--- src/design/afns_pkg.sv ---
// shared types and constants of the aspect-fit nearest-neighbour scaler
`default_nettype none
package afns_pkg;
    localparam int MAX_PIXELS      = 262144;
    localparam int MAX_DIM         = 4096;
    localparam int SCALE_FRAC_BITS = 16;
    localparam int ADDR_W          = $clog2(MAX_PIXELS);
    localparam int DIM_W           = $clog2(MAX_DIM) + 1;
    localparam int POS_W           = $clog2(MAX_DIM);
    localparam int CNT_W           = $clog2(MAX_PIXELS) + 1;
    localparam int DIV_W           = 32;

    localparam logic [2:0] CFG_SRC_WIDTH  = 3'd0;
    localparam logic [2:0] CFG_SRC_HEIGHT = 3'd1;
    localparam logic [2:0] CFG_CHANNELS   = 3'd2;
    localparam logic [2:0] CFG_LIMIT_X    = 3'd3;
    localparam logic [2:0] CFG_LIMIT_Y    = 3'd4;
    localparam logic [2:0] CFG_FIT_MODE   = 3'd5;

    localparam logic OP_LOAD = 1'b0;
    localparam logic OP_READ = 1'b1;

    typedef enum logic [1:0] {
        ST_PIXEL     = 2'd0,
        ST_NO_SCALE  = 2'd1,
        ST_BAD_CHAN  = 2'd2,
        ST_NOT_READY = 2'd3
    } status_t;

    typedef enum logic [1:0] {
        DIV_RX = 2'd0,
        DIV_RY = 2'd1,
        DIV_OW = 2'd2,
        DIV_OH = 2'd3
    } div_op_t;

    typedef struct packed {
        logic    load_we;
        logic    div_start;
        div_op_t div_op;
        logic    out_load;
    } afns_cmd_t;

    typedef struct packed {
        logic geom_ok;
        logic frame_ready;
        logic load_room;
        logic load_last;
        logic div_done;
        logic out_free;
    } afns_stat_t;
endpackage
`default_nettype wire

--- src/design/afns_ctrl.sv ---
// controller: load, scale computation sequence and read timing
`default_nettype none
module afns_ctrl (
    input  wire logic                 aclk,
    input  wire logic                 aresetn,
    input  wire logic                 s_tvalid,
    output logic                      s_tready,
    input  wire logic                 s_tuser,
    input  wire afns_pkg::afns_stat_t stat,
    output afns_pkg::afns_cmd_t       cmd
);
    import afns_pkg::*;

    typedef enum logic [2:0] {S_IDLE, S_DIV_GO, S_DIV_WAIT, S_READ, S_OUT} state_t;

    state_t     state_reg, state_next;
    div_op_t    op_reg, op_next;
    logic [1:0] wait_reg, wait_next;
    logic       acc;

    assign s_tready = (state_reg == S_IDLE);
    assign acc      = s_tvalid && s_tready;

    always_comb begin
        state_next    = state_reg;
        op_next       = op_reg;
        wait_next     = wait_reg;
        cmd.load_we   = 1'b0;
        cmd.div_start = 1'b0;
        cmd.div_op    = op_reg;
        cmd.out_load  = 1'b0;
        case (state_reg)
            S_IDLE: begin
                if (acc && s_tuser == OP_LOAD) begin
                    cmd.load_we = stat.geom_ok && !stat.frame_ready && stat.load_room;
                    if (cmd.load_we && stat.load_last) begin
                        state_next = S_DIV_GO;
                        op_next    = DIV_RX;
                    end
                end else if (acc) begin
                    state_next = S_READ;
                    wait_next  = 2'd3;
                end
            end
            S_DIV_GO: begin
                cmd.div_start = 1'b1;
                state_next    = S_DIV_WAIT;
            end
            S_DIV_WAIT: begin
                if (stat.div_done) begin
                    if (op_reg == DIV_OH) begin
                        state_next = S_IDLE;
                    end else begin
                        op_next    = div_op_t'(op_reg + 1'b1);
                        state_next = S_DIV_GO;
                    end
                end
            end
            S_READ: begin
                wait_next = wait_reg - 1'b1;
                if (wait_reg == 2'd0) begin
                    state_next = S_OUT;
                end
            end
            S_OUT: begin
                if (stat.out_free) begin
                    cmd.out_load = 1'b1;
                    state_next   = S_IDLE;
                end
            end
            default: state_next = S_IDLE;
        endcase
    end

    always_ff @(posedge aclk) begin
        if (!aresetn) begin
            state_reg <= S_IDLE;
            op_reg    <= DIV_RX;
            wait_reg  <= '0;
        end else begin
            state_reg <= state_next;
            op_reg    <= op_next;
            wait_reg  <= wait_next;
        end
    end

    a_load_ok: assert property (@(posedge aclk) disable iff (!aresetn)
        cmd.load_we |-> stat.geom_ok && !stat.frame_ready)
        else $error("load written outside an open frame");
    a_div_len: assert property (@(posedge aclk) disable iff (!aresetn)
        cmd.div_start |=> !stat.div_done)
        else $error("divider finished too early");
    a_out_idle: assert property (@(posedge aclk) disable iff (!aresetn)
        cmd.out_load |=> state_reg == S_IDLE && !cmd.div_start)
        else $error("controller not idle after result");
endmodule
`default_nettype wire

--- config.mk ---
export PLATFORM = sky130hd
export DESIGN_NAME = afns_ctrl
export DESIGN_NICKNAME = d
export VERILOG_FILES = /design/src/design/afns_pkg.sv /design/src/design/afns_ctrl.sv
export SDC_FILE = /design/constraint.sdc
export NUM_CORES = 1
export LEC_CHECK = 0
export ABC_CLOCK_PERIOD_IN_PS = 1500
export BUFFER_PORTS_ARGS = -buffer_cell sky130_fd_sc_hd__buf_2
export CAP_MARGIN = 20
export CORE_AREA = 2 2 39 41
export CTS_BUF_LIST = sky130_fd_sc_hd__clkbuf_2 sky130_fd_sc_hd__clkbuf_4 sky130_fd_sc_hd__clkbuf_8
export DETAILED_ROUTE_END_ITERATION = 10
export DIE_AREA = 0 0 41 43
export PLACE_DENSITY = 0.66
export SYNTH_ARGS = -nofsm -noshare
export SYNTH_HDL_FRONTEND = slang
export SYNTH_SLANG_ARGS = --single-unit
--- constraint.sdc ---
create_clock -name aclk -period 1.5 [get_ports aclk]
set_clock_uncertainty 0.1 [all_clocks]
set_input_delay 0.225 -clock aclk [delete_from_list [all_inputs] [get_ports aclk]]
set_output_delay 0.225 -clock aclk [all_outputs]
set_load 0.1 [all_outputs]
Word level (Yosys, flattened, before mapping)
Cells that the tools add are included.
Cells by class
  reduce and logical (&&, ||, !) cells: 13
  multiply operators: 0
  bitwise operators: 1
  order comparisons: 0
  muxes and demuxes: 21
  equal/unequal tests: 15
  add/sub/neg operators: 2
  shifts and indexed selects: 0
  div/mod/pow operators: 0
Operator list (count)
  $mux W3: 6
  $pmux W3 S5: 1
  $mux W2: 6
  $ne A2 B2 Y1 const B: 5
  $reduce_and A5 Y1: 2
  $pmux W2 S2: 2
  $eq A3 B2 Y1 const B: 2
  $mux W1: 6
  $ne A2 B1 Y1 const B: 3
  $logic_and A1 B1 Y1: 5
  $reduce_bool A2 Y1: 2
  $eq A3 B1 Y1 const B: 1
  $eq A3 B3 Y1 const B: 1
  $logic_not A3 Y1: 1
  $ne A3 B1 Y1 const B: 1
  $ne A3 B2 Y1 const B: 1
  $reduce_and A3 Y1: 1
  $add A2 B1 Y2 const B: 1
  $eq A2 B2 Y1 const B: 1
  $logic_not A2 Y1: 1
  $sub A2 B1 Y2 const B: 1
  $logic_not A1 Y1: 1
  $not A1 Y1: 1
Storage, ports and cells
  bits in latches: 0
  bits of input ports: 10
  memory bits (writable): 0
  ROM bits: 0
  memories: 0
  logic and storage cells: 55
  output and inout bits: 6
  flip-flop bits (word level): 7

Depth between registers and ports, before layout
Gate-level depths: netlist (run 1).
  word-level depth: 7
  depth in mapped cells: 6
  mapped depth without buffers: 6

Least setup slack after synthesis (run 1)
Ideal clock, no wire load.
  path type: reg2out
  start point: register state_reg[0]
  end point: output port cmd[4] (netlist bit)
  arrival time: 3260 ps
  required time: 1175 ps
  path buffers: 1
  slack: -2085 ps
  stages on the path, launching flop included: 5
  cells stage by stage: dfxtp_1 > buf_2 > nor3_2 > nand3_1 > nor2_1
RTL lines
  start, declared: line afns_ctrl.sv:16  | state_t state_reg, state_next;
  start signal, assigned: line afns_ctrl.sv:81  | state_reg <= state_next;
  end, declared: line afns_ctrl.sv:10  | output afns_pkg::afns_cmd_t cmd

==> results of run 1 <==
metrics by stage:
step / total power, mW / setup WS [ps]
5_1_grt: 1.74 / -182
3_3_place_gp: 1.31 / -37.2
6_report: 1.66 / -113
4_1_cts: 1.70 / -116
3_5_place_dp: 1.32 / -93.9
2_1_floorplan: 1.01 / -841
power by group through the flow:
stage	clock [mW]	combinational (mW)	sequential, mW
2_1_floorplan	0	0.686	0.324
3_3_place_gp	0	0.981	0.331
3_5_place_dp	0	0.986	0.335
4_1_cts	0.203	1.15	0.353
5_1_grt	0.213	1.16	0.366
6_report	0.196	1.11	0.355
critical path: stages, from the launching register on:
cell     delay (ps)
dfxtp_4         370
nor3_4          220
nand3_2         130
nor2_4          120
buf_12          180
final cells by class:
type                    instances  area share
inverters                       3      0.0142
well taps                      16      0.0253
flip-flops and latches          7       0.191
multi-input cells              43       0.460
clock buffers                   4      0.0379
repair buffers                 24       0.272
what timing repair did:
action,in CTS,in global routing
endpoints found under the setup margin,7,8
resized for setup,12,0
hold endpoints to repair,0,0
buffers inserted,4,1
hold buffers,0,0
pin swaps,4,2
gates cloned,0,0
cells by family (layout without fill, tap and decap cells):
kind of cell / Yosys count / count (layout)
compound gates: 13 / 13
mux: 3 / 3
fa+ha+maj: 2 / 2
buf+inv: 7 / 31
flops: 7 / 7
simple gates: 25 / 25
worst paths after layout:
kind                        startpoint                   endpoint  slack [ps]  depth (start not counted)
min                            aresetn   wait_reg[1]$_SDFFE_PN0P_         190                          2
max          state_reg[1]$_SDFFE_PN0P_                     cmd[4]        -110                          4
max reg2reg   wait_reg[0]$_SDFFE_PN0P_  state_reg[0]$_SDFFE_PN0P_        -100                          6
min reg2reg   wait_reg[1]$_SDFFE_PN0P_   wait_reg[1]$_SDFFE_PN0P_         400                          1
synthesized netlist by cell type (all sizes together) (2+ instances only):
| cell type | count | area, sq um |
|---|---|---|
| nor2 | 4 | 15.0 |
| ha | 2 | 25.0 |
| nor3b | 3 | 22.5 |
| nand4b | 2 | 17.5 |
| o21ai | 2 | 10.0 |
| buf | 3 | 21.3 |
| mux2i | 2 | 20.0 |
| nand3b | 2 | 15.0 |
| nand3 | 2 | 10.0 |
| nand2 | 4 | 15.0 |
| dfxtp | 7 | 140 |
| nor3 | 2 | 15.0 |
| inv | 2 | 7.51 |
| a31o | 2 | 17.5 |
layer usage:
metal / vias up / share of wire
li1: 263 / -
met1: 236 / 0.42
met2: 22 / 0.49
met3: 2 / 0.075
met4: 0 / 0.0098
met5: - / 0
==> results.toml, run 1 <==
[floorplanning]
rows = 14
die-area_sq_um = 1760
core_area_sq_um = 1380
die-height_microns = 43
die-width_microns = 41
start_util = 0.354
pin_count = 16

[drt]
dr.pass1.iters = 6
num_vias = 523
drc_errors = 0
viasPerCell = 5.39
postRouteAntennaNets = 0
wl_per_cell_microns = 13.6
drt_iter0_markers = 12
routed_wl_microns = 1320

[clock_tree]
cts_tree = "yes"
cts_htree_levels = 1
clk_path_buf_depth = 2
path_clk_slew_ps = 50
numCtsBuffers = 3
cts_sinks = 7
clockRootBuffer = "clkbuf_4"
clk_latency_ps = 260

[timing]
whs_ps = 193
fin_ws_ps = -113
max_freq_mhz = 620
worstMarginPinSlew_ps = 482
period_share = 1.08
finalHoldViolCount = 0
setup_viol = 7
report.final.slew_viol_count = 0
rsz0062_at_grt = "yes"
tns_ps = -365
relSlewSlack = 0.681
min_period_ps = 1610

[yosys]
syn-cell-area_sq_um = 489
synth-compound-area-share = 0.205
synth-async-reset-ratio = 0
synth_mux_area_frac = 0.0639
synth.distinct_cells = 35
synth_top_family_by_area = "simple AND/OR/NAND/NOR gates"
ys_warn_count = 0
synth-seq-area-share = 0.286
yosys.area_share.adder = 0.0512
syn_inst = 57
synthXorXnorAreaFrac = 0
synth_edf_count = 0
synth-simple-area-share = 0.320
synth_seq_cells = 7
synth-main-ff-cell = "dfxtp_1"
synth_nets = 69
syn_avg_cell_area_sq_um = 8.58

[cells_and_area]
drive_gt1_frac = 0.519
multi_input_area_sq_um = 364
final_common_cell = "buf_2"
n_fill_cell = 117
post-route-util = 0.572
area_delta_synth_final_pct = 61.9
design_area_sq_um = 792
largest_reg_flops = 3
final_nets = 94
ff_latch_area_sq_um = 151
layout_common_cells = "buf_2, buf_4, buf_12"
antennaDiodeCount = 0
layoutNonFillerInstCount = 97

[global_route]
grt_pass1_wl_microns = 2070
grt_start_max_net_pins = 12
met3_usage = 0.0942
gr-total-overflow = 0
antenna_found_initial = 0
grtUsageMet1 = 0.230
grt_usage = 0.183
grt_pass1_vias = 475
met2_usage = 0.263
top_usage_layer = "met2"

[min_path]
min_path_type = "primary input to flip-flop"

[power]
p_comb_frac = 0.668
leakage_nw = 0.336
seqPwrFrac = 0.214
power.internal_uw = 873
power_density_nw_per_um2 = 2100
vdd_drop_max_uv = 1950
swShare = 0.475
clockPowerShare = 0.118
p_sw_uw = 789

[outcome]
status = "finished with violations"
violations = "negative setup slack"

[placed_design]
place_area_sq_um = 698
numPlacedInstances = 91
dp.final_hpwl_microns = 948
port_buffers = 15
gp_congestion = 0.838

[critical_path]
worst-path-max-fanout = 5
cp_data_required_time_ps = 1170
arrival_ps = 1290
end_kind = "output pin"
critPathLaunchType = "flip-flop"
path_class = "flip-flop to output pin"

[flow_run]
cap_viol_max_count = 0
Note: power is estimated with default switching activity, not from simulation.
==> run 2: changes to the inputs <==
--- a/config.mk
+++ b/config.mk
@@ -5,6 +5,7 @@
 export SDC_FILE = /design/constraint.sdc
 export NUM_CORES = 1
 export LEC_CHECK = 0
+export ABC_AREA = 1
 export ABC_CLOCK_PERIOD_IN_PS = 1500
 export BUFFER_PORTS_ARGS = -buffer_cell sky130_fd_sc_hd__buf_2
 export CAP_MARGIN = 20
@@ -12,7 +13,7 @@
 export CTS_BUF_LIST = sky130_fd_sc_hd__clkbuf_2 sky130_fd_sc_hd__clkbuf_4 sky130_fd_sc_hd__clkbuf_8
 export DETAILED_ROUTE_END_ITERATION = 10
 export DIE_AREA = 0 0 41 43
-export PLACE_DENSITY = 0.66
+export PLACE_DENSITY = 0.71
 export SYNTH_ARGS = -nofsm -noshare
 export SYNTH_HDL_FRONTEND = slang
 export SYNTH_SLANG_ARGS = --single-unit
==> results.toml, run 2 <==
[outcome]
status = "finished, final reports clean"

[floorplanning]
die-width_microns = 41
start_util = 0.395
rows = 14
die-height_microns = 43
core_area_sq_um = 1380
die-area_sq_um = 1760
pin_count = 16

[drt]
num_vias = 608
drc_errors = 0
dr.pass1.iters = 4
routed_wl_microns = 1250
dr.max_layer_used = "met4"
route.met2.wl_microns = 661
wl_per_cell_microns = 9.70
viasPerCell = 4.71
route.met3.wl_microns = 57
postRouteAntennaNets = 0
met1_length_microns = 516
drt_iter0_markers = 3

[critical_path]
crit_family = "flip-flops"
crit_buf_inv = 1
arrival_ps = 1170
end_kind = "output pin"
slowest_delay_ps = 360
slowest_stage = "dfxtp_4"
path_class = "flip-flop to output pin"
cp_data_required_time_ps = 1170
worstPathCellList = "nor2_4, nand2_4, nor3_4, buf_12"
worst-path-max-fanout = 4
critPathLaunchType = "flip-flop"

[yosys]
synth-main-ff-cell = "dfxtp_1"
yosysTopAreaCell = "dfxtp_1"
syn-cell-area_sq_um = 547
ys_warn_count = 0
synth.distinct_cells = 19
yosysMostFrequentCell = "inv_1"
synth_seq_cells = 7
synth_nets = 99
synth_commonest_cells = "inv_1, nand2_1, nand3_1"
syn_avg_cell_area_sq_um = 6.28
synth_edf_count = 0
synth-async-reset-ratio = 0
ys_top_cells_by_area = "dfxtp_1, inv_1, nand2_1, nand3_1, nor2_1"
synth-seq-area-share = 0.256
syn_inst = 87
yosysTopAreaCellShare = 0.256

[cells_and_area]
drive_gt1_frac = 0.442
multi_input_area_sq_um = 360
layoutNonFillerInstCount = 129
final_nets = 126
area_delta_synth_final_pct = 54.2
ff_latch_area_sq_um = 154
n_fill_cell = 132
layout_common_cells = "inv_1, nand2_1, buf_2, nand3_1, nor2_1"
largest_reg_flops = 3
antennaDiodeCount = 0
final_common_cell = "inv_1"

[timing]
report.final.slew_viol_count = 0
relSlewSlack = 0.678
worstMarginPinSlew_ps = 486
finalHoldViolCount = 0
period_share = 0.994
min_period_ps = 1490
rsz0062_at_grt = "yes"
max_freq_mhz = 670
tns_ps = 0
whs_ps = 148
setup_viol = 0

[global_route]
grt_pass1_wl_microns = 1950
grt_usage = 0.162
grt_start_max_net_pins = 8
gr-total-overflow = 0
antenna_found_initial = 0
grt_pass1_vias = 530

[clock_tree]
clockRootBuffer = "clkbuf_4"
cts_sinks = 7
path_clk_slew_ps = 50
clk_latency_ps = 250
cts_hold_buf = 0
cts_htree_levels = 1
clk_path_buf_depth = 2
numCtsBuffers = 3
cts_tree = "yes"

[flow_run]
cap_viol_max_count = 0

[min_path]
min_path_type = "primary input to flip-flop"

[power]
leakage_nw = 0.448
p_total_mw = 2.05
vdd_drop_max_uv = 1040
power_density_nw_per_um2 = 2430

[placed_design]
port_buffers = 15
numPlacedInstances = 118
dp.final_hpwl_microns = 947
gp_congestion = 0.820
## run 2: changes by cell type after synthesis, sizes merged, moves of 2 or more
cell / before / now
a21oi: 1 / 3
a31o: 2 / 0
buf: 3 / 0
inv: 2 / 22
mux2i: 2 / 0
nand2: 4 / 20
nand3: 2 / 10
nand3b: 2 / 0
nand4b: 2 / 0
nor2: 4 / 14
nor3b: 3 / 0
o21bai: 0 / 2
## run 2: repair_timing
action / CTS / global route
pin swaps: 2 / 2
endpoints found under the setup margin: 2 / 7
buffers inserted: 5 / 2
gates resized for setup: 3 / 4
## run 2: through the flow
stage | utilization | cell area [sq um] | worst slack, ps
4_1_cts | 0.592 | 820 | -70.5
5_1_grt | 0.609 | 843 | -16.0
3_5_place_dp | 0.534 | 739 | 115
3_3_place_gp | 0.534 | 739 | 145
2_1_floorplan | - | 584 | -262
6_report | 0.609 | 843 | 8.37
## run 2: worst reg2reg max path: stages, from the launching register on
cell	delay (ps)
dfxtp_4	360
nor2_4	130
nand2_4	70
buf_6	120
buf_4	140
nor2_4	90
nand2_4	80
a21oi_1	170
nor2_1	60
## run 2: final cells by class
class | instances | share of cell area
Multi-Input combinational cell | 58 | 0.427
Timing Repair Buffer | 22 | 0.227
Sequential cell | 7 | 0.182
Inverter | 22 | 0.104
Clock buffer | 4 | 0.0356
Tap cell | 16 | 0.0237
## run 2: cells by family (layout without fill, tap and decap cells)
kind of cell,count (synthesis),after routing,share of synthesized area
AO/OA/AOI/OAI,8,8,0.0892
adder cells (fa/ha/maj),2,2,0.0458
buffers and inverters,22,48,0.151
flip-flops,7,7,0.256
AND/OR/NAND/NOR,48,48,0.458
## run 2: power by group
part / internal [mW] / switching, mW
Combinational: 0.568 / 0.923
Clock: 0.120 / 0.0719
Sequential: 0.276 / 0.0897
## run 2: metal layers
| layer | up-vias | GRT usage |
|---|---|---|
| li1 | 320 | - |
| met2 | 16 | 0.263 |
| met5 | - | 0 |
| met3 | 2 | 0.0157 |
| met1 | 270 | 0.190 |
| met4 | 0 | 0.100 |
## run 2: final timing paths
kind                                           startpoint                   endpoint  slack (ps)  cells after the start
worst min register to register   wait_reg[0]$_SDFFE_PN0P_   wait_reg[0]$_SDFFE_PN0P_         370                      2
worst max register to register  state_reg[1]$_SDFFE_PN0P_  state_reg[0]$_SDFFE_PN0P_          70                      8
worst min-delay path                              aresetn     op_reg[0]$_SDFFE_PN0P_         150                      3
worst max-delay path            state_reg[1]$_SDFFE_PN0P_                     cmd[4]           8                      4
